<file path="config.mk">
export PLATFORM = sky130hd
export DESIGN_NAME = mgm_round
export DESIGN_NICKNAME = d
export VERILOG_FILES = /design/src/hdl/mgm_pkg.sv /design/src/hdl/mgm_round.sv
export SDC_FILE = /design/constraint.sdc
export NUM_CORES = 1
export LEC_CHECK = 0
export BUFFER_PORTS_ARGS = -buffer_cell sky130_fd_sc_hd__buf_2
export CORE_ASPECT_RATIO = 1.2
export CORE_MARGIN = 2
export CORE_UTILIZATION = 39
export CTS_BUF_LIST = sky130_fd_sc_hd__clkbuf_16
export DETAILED_ROUTE_END_ITERATION = 12
export MAX_ROUTING_LAYER = met4
export PLACE_DENSITY_LB_ADDON = 0.3
export SLEW_MARGIN = 20
export SYNTH_ARGS = -nofsm -noshare
export SYNTH_HDL_FRONTEND = slang
export SYNTH_SLANG_ARGS = --single-unit
export TNS_END_PERCENT = 20
</file>
<file path="constraint.sdc">
create_clock -name aclk -period 4.1 [get_ports aclk]
set_input_delay 0.41 -clock aclk [delete_from_list [all_inputs] [get_ports aclk]]
set_output_delay 0.41 -clock aclk [all_outputs]
set_load 0.02 [all_outputs]
</file>
<file path="src/hdl/mgm_pkg.sv">
`timescale 1ns / 1ps

package mgm_pkg;

    // Cipher geometry.
    localparam int unsigned ROUNDS    = 32;
    localparam int unsigned KEY_WORDS = 8;
    localparam int unsigned KEY_IDX_W = $clog2(KEY_WORDS);
    localparam int unsigned WORD_W    = 32;
    localparam int unsigned ROT_AMT   = 11;

    typedef logic [WORD_W-1:0] word_t;
    typedef word_t [KEY_WORDS-1:0] key_array_t;
    typedef logic [KEY_IDX_W-1:0] key_idx_t;

    // Fixed S-boxes; row n serves nibble n counted from the least significant end.
    localparam logic [3:0] SBOX [8][16] = '{
        '{4'd12, 4'd4,  4'd6,  4'd2,  4'd10, 4'd5,  4'd11, 4'd9,
          4'd14, 4'd8,  4'd13, 4'd7,  4'd0,  4'd3,  4'd15, 4'd1},
        '{4'd6,  4'd8,  4'd2,  4'd3,  4'd9,  4'd10, 4'd5,  4'd12,
          4'd1,  4'd14, 4'd4,  4'd7,  4'd11, 4'd13, 4'd0,  4'd15},
        '{4'd11, 4'd3,  4'd5,  4'd8,  4'd2,  4'd15, 4'd10, 4'd13,
          4'd14, 4'd1,  4'd7,  4'd4,  4'd12, 4'd9,  4'd6,  4'd0},
        '{4'd12, 4'd8,  4'd2,  4'd1,  4'd13, 4'd4,  4'd15, 4'd6,
          4'd7,  4'd0,  4'd10, 4'd5,  4'd3,  4'd14, 4'd9,  4'd11},
        '{4'd7,  4'd15, 4'd5,  4'd10, 4'd8,  4'd1,  4'd6,  4'd13,
          4'd0,  4'd9,  4'd3,  4'd14, 4'd11, 4'd4,  4'd2,  4'd12},
        '{4'd5,  4'd13, 4'd15, 4'd6,  4'd9,  4'd2,  4'd12, 4'd10,
          4'd11, 4'd7,  4'd8,  4'd1,  4'd4,  4'd3,  4'd14, 4'd0},
        '{4'd8,  4'd14, 4'd2,  4'd5,  4'd6,  4'd9,  4'd1,  4'd12,
          4'd15, 4'd4,  4'd11, 4'd0,  4'd13, 4'd10, 4'd3,  4'd7},
        '{4'd1,  4'd7,  4'd14, 4'd13, 4'd0,  4'd5,  4'd8,  4'd3,
          4'd4,  4'd15, 4'd10, 4'd6,  4'd9,  4'd12, 4'd11, 4'd2}
    };

    // Round key schedule: K1..K8 three times, then K8..K1.
    function automatic key_idx_t key_index(input int unsigned rnd);
        key_idx_t lowbits;
        lowbits = key_idx_t'(rnd % KEY_WORDS);
        if (rnd < (ROUNDS - KEY_WORDS)) begin
            return lowbits;
        end
        return key_idx_t'(KEY_WORDS - 1) - lowbits;
    endfunction

    // Round function: modular add, nibble substitution, rotate left by 11.
    function automatic word_t round_fn(input word_t key, input word_t data);
        word_t sum;
        word_t sub;
        sum = data + key;
        for (int n = 0; n < 8; n++) begin
            sub[n*4 +: 4] = SBOX[n][sum[n*4 +: 4]];
        end
        return {sub[WORD_W-ROT_AMT-1:0], sub[WORD_W-1:WORD_W-ROT_AMT]};
    endfunction

endpackage

</file>
<file path="src/hdl/mgm_round.sv">
`timescale 1ns / 1ps

module mgm_round (
    input  logic           aclk,
    input  logic           aresetn,
    input  logic           in_valid,
    output logic           in_ready,
    input  mgm_pkg::word_t in_hi,
    input  mgm_pkg::word_t in_lo,
    input  mgm_pkg::word_t round_key,
    output logic           out_valid,
    input  logic           out_ready,
    output mgm_pkg::word_t out_hi,
    output mgm_pkg::word_t out_lo
);
    import mgm_pkg::*;

    logic  valid_reg;
    logic  valid_next;
    word_t hi_reg;
    word_t hi_next;
    word_t lo_reg;
    word_t lo_next;
    logic  load;

    // The stage takes a new beat when it is empty or its content moves on.
    assign in_ready = !valid_reg || out_ready;
    assign load     = in_ready;

    // One Feistel round with the usual half swap.
    always_comb begin
        valid_next = valid_reg;
        hi_next    = hi_reg;
        lo_next    = lo_reg;
        if (load) begin
            valid_next = in_valid;
            hi_next    = in_lo;
            lo_next    = round_fn(round_key, in_lo) ^ in_hi;
        end
    end

    always_ff @(posedge aclk) begin
        if (!aresetn) begin
            valid_reg <= 1'b0;
        end else begin
            valid_reg <= valid_next;
        end
    end

    always_ff @(posedge aclk) begin
        hi_reg <= hi_next;
        lo_reg <= lo_next;
    end

    assign out_valid = valid_reg;
    assign out_hi    = hi_reg;
    assign out_lo    = lo_reg;

endmodule
</file>
==> impl_metrics.json <==
{
  "drtAntennaViolNets": 0,
  "maxSlewViolCount": 0,
  "grt_pass1_wl_um": 22500,
  "holdBufCountCts": 0,
  "cpPeakStageDelay_ps": 470,
  "fin_nets": 859,
  "crit_arrival_ps": 3620,
  "multi_input_area_um2": 3380,
  "floorplan.initialDensity_pct": 40.0,
  "syn2layout_area_growth_pct": 23.6,
  "cts_tree": "built",
  "synth_seq_area_share_pct": 35.3,
  "grt_start_max_net_pins": 67,
  "synth-edff-count": 64,
  "gp_congestion": 0.880,
  "setup_violations": 0,
  "synth.avg_cell_area_um2": 10.7,
  "drive_gt1_share_pct": 30.8,
  "wl_met3_um": 715,
  "synthCells": 516,
  "route.met2.wl_um": 7340,
  "die-area_um2": 15100,
  "finalCritPeriodShare_pct": 86.0,
  "grt-ovfl-total": 0,
  "r2r-end": "out_hi[19]",
  "layout_min_cycle_time_ps": 3530,
  "worstMarginPinSlew_ps": 892,
  "cp.required_ps": 4200,
  "cts-root-buf": "clkbuf_16",
  "critPathKind": "primary input to flop",
  "numCtsBuffers": 9,
  "yosys_warnings": 0,
  "cts_max_path_buffers": 2,
  "cts_setup_buffers": 0,
  "htreeDepth": 3,
  "slew_headroom_pct": 40.5,
  "status": "completed",
  "synth_top_cell_area_share_pct": 35.0,
  "min_to": "out_hi[30]",
  "fmax_ghz": 0.284,
  "critPathCaptureType": "flop",
  "min-delay-start": "in_lo[30]",
  "grt_usage_pct": 19.3,
  "synth_cell_type_count": 65,
  "rrSetupSlack_ps": 2700,
  "core-area_um2": 13800,
  "clkSinkCount": 65,
  "die_h_um": 134,
  "reg2reg_from": "out_valid",
  "worstPathCellList": "buf_2 > ha_1 > inv_1 > fa_1 > nand2b_1 > a21oi_2 > o21ai_2 > a2111oi_4 > or2_1 > o21ai_1 > xnor2_2 > inv_2 > ha_1 > mux4_2 > xnor2_1",
  "antenna_cells": 0,
  "max_cap_violations": 0,
  "drt_iter0_drc": 199,
  "fp-row-count": 47,
  "drt-pass1-iter-count": 4,
  "io-pin-count": 166,
  "fin_total_pwr_w": 0.00314,
  "vias": 4509,
  "wl_per_cell_um": 16.0,
  "clk_pin_slew_ps": 60,
  "highest_layer": "met4",
  "holdPathStages": 1,
  "synth.top_cells.by_area": "edfxtp_1 (35%), ha_1 (15%), xnor2_1 (4.9%)",
  "dp.final_hpwl_um": 11300,
  "tns_ps": 0,
  "irDropWorstVdd_mv": 0.264,
  "cp_num_buf_inv": 3,
  "p_per_area_nw_per_um2": 463,
  "vias_per_cell": 5.21,
  "cp-start-kind": "primary input",
  "setup_slack_ps": 573,
  "crit_family": "compound AO/OA/AOI/OAI gates",
  "die_width_um": 112,
  "portBuffers": 165,
  "power.leakage_nw": 3.06,
  "drc": 0,
  "nFillCells": 1283,
  "clock_skew_ps": 4.83,
  "cpMostUsedCell": "ha_1",
  "cp_max_fo": 6,
  "ys.flop_type": "edfxtp_1",
  "drt-met1-wl_um": 5550,
  "slowest_stage": "mux4_2",
  "synth_fp_nets": 685,
  "post_dp_cell_area_um2": 6540,
  "dpl_worst_slack_ps": 251,
  "regArea_um2": 1940,
  "ys_seq_elements": 65,
  "cts_resized": 0,
  "drt_wl_total_um": 13900,
  "grt_antenna_before_repair": 0,
  "rsz0062_at_grt": "false",
  "synth_area_um2": 5500,
  "design_area_um2": 6800,
  "clock_latency_ps": 340,
  "finalHoldViolations": 0,
  "async_reset_ff_share_pct": 0,
  "hold_path.class": "primary input to flop",
  "worst-r2r-cell-count": 1,
  "yosys-top-cells-count": "ha_1 (68), edfxtp_1 (64), nand2_1 (41), a21oi_1 (38), inv_1 (38)",
  "finish.utilization_pct": 49.4,
  "grt_pass1_vias": 4702,
  "yosysTopAreaCell": "edfxtp_1",
  "yosysMostFrequentCell": "ha_1"
}
==> cells by family after synthesis <==
family                     synth area share (%)
muxes                                      7.53
and+or+nand+nor                            10.2
adders and majority gates                  15.8
buffers and inverters                      3.28
xor gates and xnor gates                   11.2
AOI/OAI and AO/OA                          16.6
DFF                                        35.3
==> flip-flops by register name (all words and copies together), names as in the netlist <==
| name | flops |
|---|---|
| out_lo | 32 |
| out_hi | 32 |
| out_valid | 1 |
==> per-stage QoR <==
step / hold slack, ps / std cells
after detailed placement: 608 / 850
final: 258 / 866
after CTS: 243 / 866
after global routing: 249 / 866
after global placement: 607 / 850
after floorplan: 509 / 516
==> worst max-delay path by stage <==
stage	startpoint	endpoint	slack [ps]	depth (start not counted)
2_1_floorplan	in_lo[0]	out_lo[7]	680	14
3_3_place_gp	in_lo[0]	out_lo[7]	360	15
3_5_place_dp	in_lo[0]	out_lo[7]	250	15
4_1_cts	in_lo[0]	out_lo[7]	600	15
5_1_grt	in_lo[0]	out_lo[2]	370	14
6_report	in_lo[0]	out_lo[7]	570	15
==> layout make-up <==
| cell class | count | share of cell area, % |
|---|---|---|
| clock inverter | 7 | 0.442 |
| multi-input combinational | 406 | 49.8 |
| sequential | 65 | 28.6 |
| inverter | 39 | 2.15 |
| timing repair buffer | 169 | 12.6 |
| clock buffer | 9 | 3.31 |
| tap | 171 | 3.15 |
==> routing by layer <==
layer	GRT usage, %	vias to the layer above
li1	-	2247
met1	21.0	2102
met2	34.9	141
met3	4.34	19
met4	6.03	0
met5	-	-
==> placed cells by master (no fill, tap or decap), types with 5 or more instances in the layout <==
master,n
a211oi_1,5
a21o_1,5
a21oi_1,38
and2_1,5
buf_2,165
clkbuf_16,9
edfxtp_1,64
ha_1,68
inv_1,40
mux2i_1,11
mux4_2,9
nand2_1,41
nand2b_1,6
nand3_1,12
nor2_1,28
nor3_1,9
o211ai_1,12
o21a_1,7
o21ai_0,20
o21ai_1,5
xnor2_1,31
xor2_1,27
==> report_power, final <==
part / switching, W / internal (W)
Sequential: 0.0000379 / 0.000953
Clock: 0.000282 / 0.000396
Combinational: 0.000873 / 0.000602
Total: 0.00119 / 0.00195
Note: power is estimated with default switching activity, not from simulation.
