**config.mk**
```make
export PLATFORM = sky130hd
export DESIGN_NAME = mgm_key_regs
export DESIGN_NICKNAME = d
export VERILOG_FILES = /design/src/hdl/mgm_pkg.sv /design/src/hdl/mgm_key_regs.sv
export SDC_FILE = /design/constraint.sdc
export NUM_CORES = 1
export LEC_CHECK = 0
export BUFFER_PORTS_ARGS = -buffer_cell sky130_fd_sc_hd__buf_4
export CAP_MARGIN = 20
export CORE_AREA = 2 2 134 136
export CTS_CLUSTER_SIZE = 14
export DETAILED_ROUTE_END_ITERATION = 6
export DIE_AREA = 0 0 136 138
export HOLD_SLACK_MARGIN = 0.05
export PLACE_DENSITY = 0.95
export SLEW_MARGIN = 20
export SYNTH_ARGS = -nofsm -noshare
export SYNTH_HDL_FRONTEND = slang
export SYNTH_SLANG_ARGS = --single-unit
```
**constraint.sdc**
```tcl
create_clock -name aclk -period 4.22 [get_ports aclk]
set_clock_uncertainty 0.1 [all_clocks]
set_input_delay 0.844 -clock aclk [delete_from_list [all_inputs] [get_ports aclk]]
set_output_delay 0.844 -clock aclk [all_outputs]
set_load 0.01 [all_outputs]
```
**src/hdl/mgm_pkg.sv**
```systemverilog
`timescale 1ns / 1ps

package mgm_pkg;

    // Cipher geometry.
    localparam int unsigned ROUNDS    = 32;
    localparam int unsigned KEY_WORDS = 8;
    localparam int unsigned KEY_IDX_W = $clog2(KEY_WORDS);
    localparam int unsigned WORD_W    = 32;
    localparam int unsigned ROT_AMT   = 11;

    typedef logic [WORD_W-1:0] word_t;
    typedef word_t [KEY_WORDS-1:0] key_array_t;
    typedef logic [KEY_IDX_W-1:0] key_idx_t;

    // Fixed S-boxes; row n serves nibble n counted from the least significant end.
    localparam logic [3:0] SBOX [8][16] = '{
        '{4'd12, 4'd4,  4'd6,  4'd2,  4'd10, 4'd5,  4'd11, 4'd9,
          4'd14, 4'd8,  4'd13, 4'd7,  4'd0,  4'd3,  4'd15, 4'd1},
        '{4'd6,  4'd8,  4'd2,  4'd3,  4'd9,  4'd10, 4'd5,  4'd12,
          4'd1,  4'd14, 4'd4,  4'd7,  4'd11, 4'd13, 4'd0,  4'd15},
        '{4'd11, 4'd3,  4'd5,  4'd8,  4'd2,  4'd15, 4'd10, 4'd13,
          4'd14, 4'd1,  4'd7,  4'd4,  4'd12, 4'd9,  4'd6,  4'd0},
        '{4'd12, 4'd8,  4'd2,  4'd1,  4'd13, 4'd4,  4'd15, 4'd6,
          4'd7,  4'd0,  4'd10, 4'd5,  4'd3,  4'd14, 4'd9,  4'd11},
        '{4'd7,  4'd15, 4'd5,  4'd10, 4'd8,  4'd1,  4'd6,  4'd13,
          4'd0,  4'd9,  4'd3,  4'd14, 4'd11, 4'd4,  4'd2,  4'd12},
        '{4'd5,  4'd13, 4'd15, 4'd6,  4'd9,  4'd2,  4'd12, 4'd10,
          4'd11, 4'd7,  4'd8,  4'd1,  4'd4,  4'd3,  4'd14, 4'd0},
        '{4'd8,  4'd14, 4'd2,  4'd5,  4'd6,  4'd9,  4'd1,  4'd12,
          4'd15, 4'd4,  4'd11, 4'd0,  4'd13, 4'd10, 4'd3,  4'd7},
        '{4'd1,  4'd7,  4'd14, 4'd13, 4'd0,  4'd5,  4'd8,  4'd3,
          4'd4,  4'd15, 4'd10, 4'd6,  4'd9,  4'd12, 4'd11, 4'd2}
    };

    // Round key schedule: K1..K8 three times, then K8..K1.
    function automatic key_idx_t key_index(input int unsigned rnd);
        key_idx_t lowbits;
        lowbits = key_idx_t'(rnd % KEY_WORDS);
        if (rnd < (ROUNDS - KEY_WORDS)) begin
            return lowbits;
        end
        return key_idx_t'(KEY_WORDS - 1) - lowbits;
    endfunction

    // Round function: modular add, nibble substitution, rotate left by 11.
    function automatic word_t round_fn(input word_t key, input word_t data);
        word_t sum;
        word_t sub;
        sum = data + key;
        for (int n = 0; n < 8; n++) begin
            sub[n*4 +: 4] = SBOX[n][sum[n*4 +: 4]];
        end
        return {sub[WORD_W-ROT_AMT-1:0], sub[WORD_W-1:WORD_W-ROT_AMT]};
    endfunction

endpackage

```
**src/hdl/mgm_key_regs.sv**
```systemverilog
`timescale 1ns / 1ps

module mgm_key_regs (
    input  logic              aclk,
    input  logic              aresetn,
    input  logic              cfg_we,
    input  mgm_pkg::key_idx_t cfg_index,
    input  mgm_pkg::word_t    cfg_data,
    output mgm_pkg::key_array_t key_words
);
    import mgm_pkg::*;

    key_array_t key_reg;
    key_array_t key_next;

    // Write the addressed key word; the others hold.
    always_comb begin
        key_next = key_reg;
        if (cfg_we) begin
            key_next[cfg_index] = cfg_data;
        end
    end

    always_ff @(posedge aclk) begin
        if (!aresetn) begin
            key_reg <= '0;
        end else begin
            key_reg <= key_next;
        end
    end

    assign key_words = key_reg;

endmodule

```
==> results of run 1 <==
[through the flow]
step	hold slack, ns	std cells	instance area (um2)
after floorplan	0.379	871	9200
after global placement	0.342	1342	11500
after detailed placement	0.348	1342	11500
after CTS	0.360	1385	12400
after global routing	0.374	1385	12400
final	0.358	1385	12400
[path summary, 6_finish.rpt]
path                            slack (ns)                          end                         from  cells after the start
worst max-delay path                  1.95  key_words[195]$_SDFFE_PN0P_                 cfg_index[0]                      4
worst min-delay path                  0.36  key_words[100]$_SDFFE_PN0P_  key_words[100]$_SDFFE_PN0P_                      2
worst max register to register        3.44  key_words[132]$_SDFFE_PN0P_  key_words[132]$_SDFFE_PN0P_                      2
worst min register to register        0.36  key_words[100]$_SDFFE_PN0P_  key_words[100]$_SDFFE_PN0P_                      2
[cell families after synthesis]
family | after synthesis | share of synthesized area (%)
simple gates | 296 | 12.7
mux | 256 | 27.9
flops | 256 | 55.7
buf+inv | 63 | 3.71
[worst max-delay path, cell delays in order]
cell and delay (ns):
buf_4 0.15, nand4b_1 0.87, buf_12 0.50, mux2i_1 0.15
[layout make-up]
type	count	area, um2
Clock buffer	31	698
Clock inverter	12	185
Fill cell	1206	5110
Multi-Input combinational cell	552	3780
Sequential cell	256	5120
Tap cell	229	287
Timing Repair Buffer	305	2350
[per-layer routing]
layer | vias to the layer above | global-route usage [%] | wire length [um]
met5 | - | 0 | 0
met4 | 0 | 10.4 | 1000
met3 | 74 | 6.16 | 1960
met2 | 287 | 47.3 | 12900
met1 | 3495 | 30.9 | 10100
li1 | 3414 | - | -
[cell usage in the layout, fill, tap and decap left out]
cell type,instances
buf_4,300
nand2_1,288
mux2i_1,256
dfxtp_1,256
clkbuf_16,25
clkinv_2,7
clkbuf_8,6
bufinv_16,5
buf_12,4
nand4bb_4,3
nand4b_1,3
nor4b_4,1
nand4_1,1
clkbuf_1,1
[report_power, final]
group          leakage [uW]  internal [uW]  total, uW  switching (uW)
sequential          0.00207           2470       2500            30.4
clock              0.000443           1470       2380             915
combinational       0.00413            152        360             207
total               0.00665           4090       5250            1150
==> metrics.md, run 1 <==
| Metric | Value |
|---|---|
| DR iter-0 viols | `between 200 and 300` |
| Asr flop ratio synth | `0%` |
| Setup WS post-layout | `1.95 ns` |
| H-Tree Depth | `1` |
| Top cell type's share of synthesized area | `55.7%` |
| Dominant synthesized flop cell | `dfxtp_1` |
| Synth cell types | `12` |
| Area leader, netlist | `dfxtp_1` |
| Routed wire length | `approximately 26,000 um` |
| Max reg flops | `256` |
| Pwr dens | `422 mW/mm2` |
| Post-synthesis cell area | `0.00920 mm2` |
| Top Ports | `294` |
| Hold Violations, Final | `0` |
| Synth Register Bits | `around 260` |
| Starting Density | `52.5%` |
| DR DRC count | `0` |
| RSZ-0062 raised after global routing | `false` |
| Critical path class | `input pin to register` |
| Grt ovf | `0` |
| Global-route wire length before repair | `40,000 um` |
| Clock Latency Late Sink | `0.50 ns` |
| CTS clk-pin slew, worst paths | `about 0.060 ns` |
| Final setup vio count | `0` |
| Core footprint | `0.0175 mm2` |
| Relative slew margins | `a little under a third` |
| Max Transition Viols Final | `0` |
| Remaining antenna violation count | `0` |
| Via Count | `between 7,000 and 8,000` |
| Final HPWL from detailed placement | `about 17,000 um` |
| Layout cell share with drive strength beyond 1 | `30.4%` |
| CP arrival | `around 2.5 ns` |
| Top-count cell post-synth | `nand2_1` |
| Post-synth top cells | `288 x nand2_1, 256 x dfxtp_1, 256 x mux2i_1, 30 x buf_2, 18 x clkbuf_1` |
| Number of synthesized flops with an enable pin | `0` |
| Tot Pwr | `about 5200 uW` |
| Fin crit period | `2.27 ns` |
| Cts repair resizes | `0` |
| Worst slack at placement | `roughly 1.5 ns` |
| Initial antenna violation count | `0` |
| Clock root cell | `clkbuf_16` |
| Core Util, Final | `between 70% and 80%` |
| Setup TNS | `0 ns` |
| Vias per cell | `about 5.2` |
| # Post-CTS Setup Buffers | `0` |
| Layout area overhead | `35.0%` |
| Die span in x | `between 100 and 150 um` |
| RePlAce Congestion | `around 0.84` |
| Die Height | `about 140 um` |
| Critical Path RT | `about 4.5 ns` |
| Num CTS Buffers | `25` |
| CTS Buffer Depth | `3` |
| Tightest Pin Transition | `between 1 and 1.5 ns` |
| DRT Pass-1 Iters | `5` |
| Static leakage | `about 0.0066 uW` |
| Vias in the first global route | `7,388` |
| Synth warn | `0` |
| Site row count | `between 40 and 50` |
| Syn Inst Count | `between 800 and 900` |
| Post-cts hold buffer count | `0` |
| Max Fclk | `0.441 GHz` |
| Top post-synthesis cells by area | `dfxtp_1 56%, mux2i_1 28%, nand2_1 12%` |
| TritonCTS Sinks | `~260` |
| Die ar. | `0.0188 mm2` |
| CTS tree | `done` |
| Port bufs | `between 200 and 300` |
| Total routing usage reported by global routing | `26.7%` |
| Largest net degree at the start of global routing | `88` |
| Max Cap Violations | `0` |
| Drt wl/cell | `18.8 um` |
| Syn Area/Cell | `between 10 and 15 um2` |
| Largest fanout on the critical path | `21` |
| HP Class | `register to register` |
| Post-synth net total | `just over 900` |
| Sequential area share after synthesis | `between 50% and 60%` |
| Critical Path Start Type | `input pin` |
| CP endpoint kind | `register` |
| Peak supply drop | `approximately 0.43 mV` |
| Nets | `1,178` |
| Diode count | `0` |
| Share of the cycle needed by the critical path after routing | `53.8%` |
| Status | `finished, final reports clean` |
Power figures use the tool's default switching activity.
==> inputs of run 2 (changes only) <==
--- a/config.mk
+++ b/config.mk
@@ -7,12 +7,12 @@
 export LEC_CHECK = 0
 export BUFFER_PORTS_ARGS = -buffer_cell sky130_fd_sc_hd__buf_4
 export CAP_MARGIN = 20
-export CORE_AREA = 2 2 134 136
+export CORE_AREA = 2 2 139 141
 export CTS_CLUSTER_SIZE = 14
 export DETAILED_ROUTE_END_ITERATION = 6
-export DIE_AREA = 0 0 136 138
+export DIE_AREA = 0 0 141 143
 export HOLD_SLACK_MARGIN = 0.05
-export PLACE_DENSITY = 0.95
+export PLACE_DENSITY = 0.9
 export SLEW_MARGIN = 20
 export SYNTH_ARGS = -nofsm -noshare
 export SYNTH_HDL_FRONTEND = slang
==> constraint.sdc (replaced) <==
create_clock -name aclk -period 2.13 [get_ports aclk]
set_clock_uncertainty 0.1 [all_clocks]
set_input_delay 0.426 -clock aclk [delete_from_list [all_inputs] [get_ports aclk]]
set_output_delay 0.426 -clock aclk [all_outputs]
set_load 0.01 [all_outputs]
==> metrics.md, run 2 (synthesis results as in run 1) <==
| Metric | Value |
|---|---|
| Starting Density | `49.5% (-3.0 points)` |
| Remaining antenna violation count | `0 (unchanged)` |
| Hold Violations, Final | `0 (unchanged)` |
| Max Cap Violations | `0 (unchanged)` |
| Total routing usage reported by global routing | `25.1% (-1.6 points)` |
| Initial antenna violation count | `0 (unchanged)` |
| Top Ports | `294 (unchanged)` |
| Tightest Pin Transition | `0.465 ns (-0.550 ns)` |
| DRT Pass-1 Iters | `5 (unchanged)` |
| Die span in x | `141 um (+3.7%)` |
| Routed wire length | `26,300 um (+1.4%)` |
| Clock Power Share | `45.0% (-0.5 points)` |
| Setup crit start | `key_words[152]$_SDFFE_PN0P_` |
| Worst slack at placement | `0.396 ns (-1.07 ns)` |
| Via Count | `7,347 (+1.1%)` |
| # Post-CTS Setup Buffers | `0 (unchanged)` |
| Hold path depth | `3 (+1)` |
| Vias per cell | `5.21 (-0.73%)` |
| Crit path max-delay family | `flip-flops` |
| Port bufs | `293 (unchanged)` |
| DR iter-0 viols | `320 (+7.0%)` |
| Critical Path RT | `1.60 ns (-2.89 ns)` |
| Slowest cell on crit path | `dfxtp_1` |
| Largest fanout on the critical path | `2 (-90%)` |
| Crit path largest cell delay | `0.38 ns (-0.49 ns)` |
| Max Fclk | `approximately 0.64 GHz` |
| Switch share | `22.6% (+0.67 points)` |
| DR DRC count | `0 (unchanged)` |
| Sw power | `2340 uW (+100%)` |
| Diode count | `0 (unchanged)` |
| Post-cts hold buffer count | `0 (unchanged)` |
| RSZ-0062 raised after global routing | `false` |
| Fin crit period | `roughly 1.6 ns` |
| CTS Buffer Depth | `3 (unchanged)` |
| Largest net degree at the start of global routing | `38 (-57%)` |
| Clock Latency Late Sink | `0.51 ns (about the same)` |
| Cts repair resizes | `0 (unchanged)` |
| Logic gate share of total power | `7.1% (+0.2 points)` |
| Site row count | `50 (+2.0%)` |
| Peak supply drop | `0.635 mV (+49%)` |
| Worst r2r dst | `key_words[152]$_SDFFE_PN0P_` |
| Setup TNS | `0 ns (unchanged)` |
| CP endpoint | `key_words[152]` |
| HP Class | `input pin to register` |
| Vias in the first global route | `7,395 (+0.095%)` |
| Num CTS Buffers | `26 (+4.0%)` |
| Internal | `8000 uW (+96%)` |
| Layout cell share with drive strength beyond 1 | `31.2% (+0.84 points)` |
| Max reg flops | `256 (unchanged)` |
| Core footprint | `0.0186 mm2 (+6.0%)` |
| Layout area overhead | `37.1%` |
| Tot Pwr | `10,300 uW (+97%)` |
| Critical path class | `register to output port` |
| Pwr dens | `820 mW/mm2 (+94%)` |
| Status | `finished, final reports clean` |
| Final HPWL from detailed placement | `17,900 um (+5.4%)` |
| Critical path buffers and inverters | `1 (-1)` |
| R2r startpoint | `key_words[152]$_SDFFE_PN0P_` |
| Clock root cell | `clkbuf_16` |
| Crit-path cells | `buf_4` |
| Most common cell after layout, fill and taps aside | `buf_4` |
| Max Transition Viols Final | `0 (unchanged)` |
| Hold Startpoint | `cfg_data[9]` |
| Worst path depth | `1 (-3)` |
| Static leakage | `0.00674 uW (+1.4%)` |
| Grt ovf | `0 (unchanged)` |
| Critical Path Start Type | `register` |
| Drt wl/cell | `18.7 um (-0.44%)` |
| Setup WS post-layout | `0.561 ns (-1.39 ns)` |
| CP arrival | `1.04 ns (-1.50 ns)` |
| R2R depth | `2 (unchanged)` |
| Fill cell total of the finished layout | `1,347 (+12%)` |
| Global-route wire length before repair | `40,300 um (+0.55%)` |
| CP endpoint kind | `output port` |
| Nets | `1,196 (+1.5%)` |
| CTS clk-pin slew, worst paths | `0.06 ns (about the same)` |
| Relative slew margins | `69.0% (+37 points)` |
| Worst R2R Setup Slack | `1.34 ns (-2.10 ns)` |
| RePlAce Congestion | `0.830 (-1.7%)` |
| Share of the cycle needed by the critical path after routing | `73.7%` |
| Die ar. | `0.0202 mm2 (+7.4%)` |
| CTS tree | `done` |
| TritonCTS Sinks | `256 (unchanged)` |
| Final setup vio count | `0 (unchanged)` |
| Most frequent cells in the layout | `312 x buf_4, 288 x nand2_1, 256 x mux2i_1, 256 x dfxtp_1, 27 x clkbuf_16` |
| Sequential power share | `47.9% (+0.2 points)` |
| Die Height | `143 um (+3.6%)` |
| H-Tree Depth | `1 (unchanged)` |
[run 2: cell count changes in the layout (fill, tap and decap cells not counted)]
cell        before  now
buf_12           4    9
buf_4          300  312
bufinv_16        5    3
clkbuf_1         1    5
clkbuf_16       25   27
clkbuf_8         6    4
clkinv_2         7    6
clkinvlp_4       0    1
inv_8            0    1
[run 2: worst min path at each step]
stage / end / slack, ns
CTS: key_words[117]$_SDFFE_PN0P_ / 0.24
floorplan: key_words[0]$_SDFFE_PN0P_ / 0.38
global route: key_words[149]$_SDFFE_PN0P_ / 0.26
finish: key_words[41]$_SDFFE_PN0P_ / 0.25
detailed placement: key_words[19]$_SDFFE_PN0P_ / 0.35
global placement: key_words[15]$_SDFFE_PN0P_ / 0.34
[run 2: worst register-to-register path, delay by kind of cell, from the launching register on]
kind,cells,cell delay (ns)
muxes,1,0.16
DFF,1,0.38
and+or+nand+nor,1,0.08
[run 2: power groups by stage]
stage / registers (uW) / clock network, uW / logic (uW)
2_1_floorplan: 5100 / 0 / 327
3_3_place_gp: 5060 / 0 / 722
3_5_place_dp: 5060 / 0 / 738
4_1_cts: 4960 / 4710 / 741
5_1_grt: 4960 / 4900 / 786
6_report: 4960 / 4650 / 738
[run 2: through the flow]
step                utilization (%)  instance area [um2]  hold WS, ns  std cells
global route                   67.9                12600        0.257       1410
detailed placement             63.2                11700        0.349       1364
finish                         67.9                12600        0.254       1410
floorplan                         -                 9200        0.379        871
CTS                            67.9                12600        0.245       1410
global placement               63.2                11700        0.343       1364
[run 2: area by class of cell]
class	count	area, um2	share of cell area [%]
clock inverter	11	139	1.10
timing repair buffer	322	2540	20.1
tap	234	293	2.32
clock buffer	35	736	5.83
sequential	256	5120	40.6
multi-input combinational	552	3780	30.0
[run 2: routing by layer]
metal | wire length [um] | up-vias | track usage (%)
li1 | - | 3453 | -
met1 | 10300 | 3557 | 29.0
met2 | 13400 | 280 | 45.7
met3 | 1920 | 57 | 6.27
met4 | 727 | 0 | 8.21
met5 | 0 | - | 0
==> inputs of run 3 (changes only) <==
==> constraint.sdc (replaced) <==
create_clock -name aclk -period 1.6 [get_ports aclk]
set_clock_uncertainty 0.1 [all_clocks]
set_input_delay 0.32 -clock aclk [delete_from_list [all_inputs] [get_ports aclk]]
set_output_delay 0.32 -clock aclk [all_outputs]
set_load 0.01 [all_outputs]
==> metrics.md, run 3 (synthesis results as in run 1) <==
| Metric | Value |
|---|---|
| HP Class | `input pin to register` |
| Global-route wire length before repair | `40,100 um (-0.31%)` |
| CTS tree | `done` |
| Num CTS Buffers | `25 (-3.8%)` |
| Initial antenna violation count | `0 (unchanged)` |
| Slowest cell on crit path | `dfxtp_1` |
| Remaining antenna violation count | `0 (unchanged)` |
| Setup TNS | `0 ns (unchanged)` |
| Drt wl/cell | `18.4 um (-1.3%)` |
| Status | `finished, final reports clean` |
| Clock Latency Late Sink | `0.50 ns (about the same)` |
| Die Height | `143 um (unchanged)` |
| Die span in x | `141 um (unchanged)` |
| Top Ports | `294 (unchanged)` |
| Max Transition Viols Final | `0 (unchanged)` |
| Cts repair resizes | `0 (unchanged)` |
| Die ar. | `0.0202 mm2 (unchanged)` |
| Max Fclk | `0.687 GHz` |
| Critical Path RT | `1.18 ns (-0.42 ns)` |
| DR iter-0 viols | `279 (-13%)` |
| Tightest Pin Transition | `0.404 ns (-0.0609 ns)` |
| Worst R2R Setup Slack | `0.81 ns (-0.53 ns)` |
| Largest fanout on the critical path | `2 (unchanged)` |
| Clock root cell | `clkbuf_16` |
| Setup crit start | `key_words[15]$_SDFFE_PN0P_` |
| CP arrival | `1.03 ns (about the same)` |
| Relative slew margins | `73.0% (+4.0 points)` |
| H-Tree Depth | `1 (unchanged)` |
| Starting Density | `49.5% (unchanged)` |
| Hold Path Sink | `key_words[233]$_SDFFE_PN0P_` |
| Max Cap Violations | `0 (unchanged)` |
| Critical Path Start Type | `register` |
| Via Count | `7,336 (-0.15%)` |
| Most frequent cells in the layout | `317 x buf_4, 288 x nand2_1, 256 x mux2i_1, 256 x dfxtp_1, 25 x clkbuf_16` |
| Register area | `0.00512 mm2 (unchanged)` |
| Multi-input logic area | `0.00378 mm2 (unchanged)` |
| CTS Buffer Depth | `3 (unchanged)` |
| Static leakage | `0.00674 uW (about the same)` |
| TritonCTS Sinks | `256 (unchanged)` |
| Largest net degree at the start of global routing | `35 (-7.9%)` |
| CP endpoint kind | `output port` |
| Peak supply drop | `0.731 mV (+15%)` |
| Fin crit period | `~1.5 ns` |
| DR DRC count | `0 (unchanged)` |
| Max reg flops | `256 (unchanged)` |
| Worst r2r dst | `key_words[123]$_SDFFE_PN0P_` |
| Vias per cell | `5.19 (-0.43%)` |
| Share of the cycle needed by the critical path after routing | `about nine tenths` |
| Crit path max-delay family | `flip-flops` |
| Crit-path cells | `buf_4` |
| Total routing usage reported by global routing | `25.0% (-0.16 points)` |
| Pwr dens | `1060 mW/mm2 (+29%)` |
| Critical path class | `register to output port` |
| Crit path largest cell delay | `0.38 ns (about the same)` |
| R2R depth | `2 (unchanged)` |
| Vias in the first global route | `7,407 (+0.16%)` |
| Layout cell share with drive strength beyond 1 | `31.4% (+0.15 points)` |
| Hold Startpoint | `aresetn` |
| DRT Pass-1 Iters | `5 (unchanged)` |
| Final setup vio count | `0 (unchanged)` |
| RePlAce Congestion | `0.799 (-3.8%)` |
| Layout area overhead | `37.2%` |
| Fill cell total of the finished layout | `1,329 (-1.3%)` |
| Port bufs | `293 (unchanged)` |
| Routed wire length | `26,100 um (-1.0%)` |
| RSZ-0062 raised after global routing | `false` |
| Grt ovf | `0 (unchanged)` |
| Nets | `1,203 (+0.59%)` |
| Hold Violations, Final | `0 (unchanged)` |
| Most common cell after layout, fill and taps aside | `buf_4` |
| Core footprint | `0.0186 mm2 (unchanged)` |
| Post-cts hold buffer count | `0 (unchanged)` |
| Site row count | `50 (unchanged)` |
| Hold path depth | `3 (unchanged)` |
| Final HPWL from detailed placement | `18,000 um (+0.61%)` |
| R2r startpoint | `key_words[123]$_SDFFE_PN0P_` |
| # Post-CTS Setup Buffers | `0 (unchanged)` |
| CTS clk-pin slew, worst paths | `0.06 ns (about the same)` |
| Tot Pwr | `13,300 uW (+29%)` |
| Critical path buffers and inverters | `1 (unchanged)` |
| Diode count | `0 (unchanged)` |
run 3: cell types whose count changed in the layout (fill, tap and decap cells not counted):
cell        before  now
buf_12           9   12
inv_8            1    0
clkbuf_8         4    5
clkbuf_1         5    6
bufinv_16        3    2
clkbuf_16       27   25
buf_4          312  317
clkinvlp_4       1    2
clkinv_2         6    3
run 3: how the worst max path moves through the flow:
stage	cells after the start	endpoint	slack (ns)
3_3_place_gp	4	key_words[190]$_SDFFE_PN0P_	0.07
5_1_grt	1	key_words[19]	0.12
2_1_floorplan	4	key_words[10]$_SDFFE_PN0P_	0.16
4_1_cts	1	key_words[15]	0.13
3_5_place_dp	4	key_words[14]$_SDFFE_PN0P_	0.05
6_report	1	key_words[15]	0.15
run 3: through the flow:
stage | instance area, um2 | hold slack [ns] | worst slack (ns) | std cells | utilization (%)
after floorplan | 9200 | 0.379 | 0.156 | 871 | -
after global placement | 11800 | 0.342 | 0.0675 | 1372 | 63.7
after detailed placement | 11800 | 0.351 | 0.0540 | 1372 | 63.7
after CTS | 12600 | 0.135 | 0.129 | 1414 | 68.0
after global routing | 12600 | 0.148 | 0.117 | 1414 | 68.0
final | 12600 | 0.154 | 0.145 | 1414 | 68.0
run 3: routing by layer:
| layer | wire [um] | GRT usage [%] |
|---|---|---|
| met4 | 1000 | 9.58 |
| met5 | 0 | 0 |
| met1 | 10200 | 29.4 |
| met3 | 1890 | 6.10 |
| met2 | 13000 | 44.1 |
run 3: final cells by class:
class,count,area share [%]
clock inverter,7,0.713
sequential,256,40.6
multi-input combinational,552,30.0
clock buffer,35,5.57
timing repair buffer,330,20.9
tap,234,2.32
run 3: worst reg2reg max path, delay by kind of cell (launching register included):
family | cells | cell delay (ns)
flops | 1 | 0.37
mux | 1 | 0.17
simple gates | 1 | 0.07
run 3: power breakdown:
part / total (uW) / internal (uW) / switching [uW]
registers: 6600 / 6520 / 82.6
logic: 1000 / 449 / 553
clock network: 5740 / 3370 / 2370
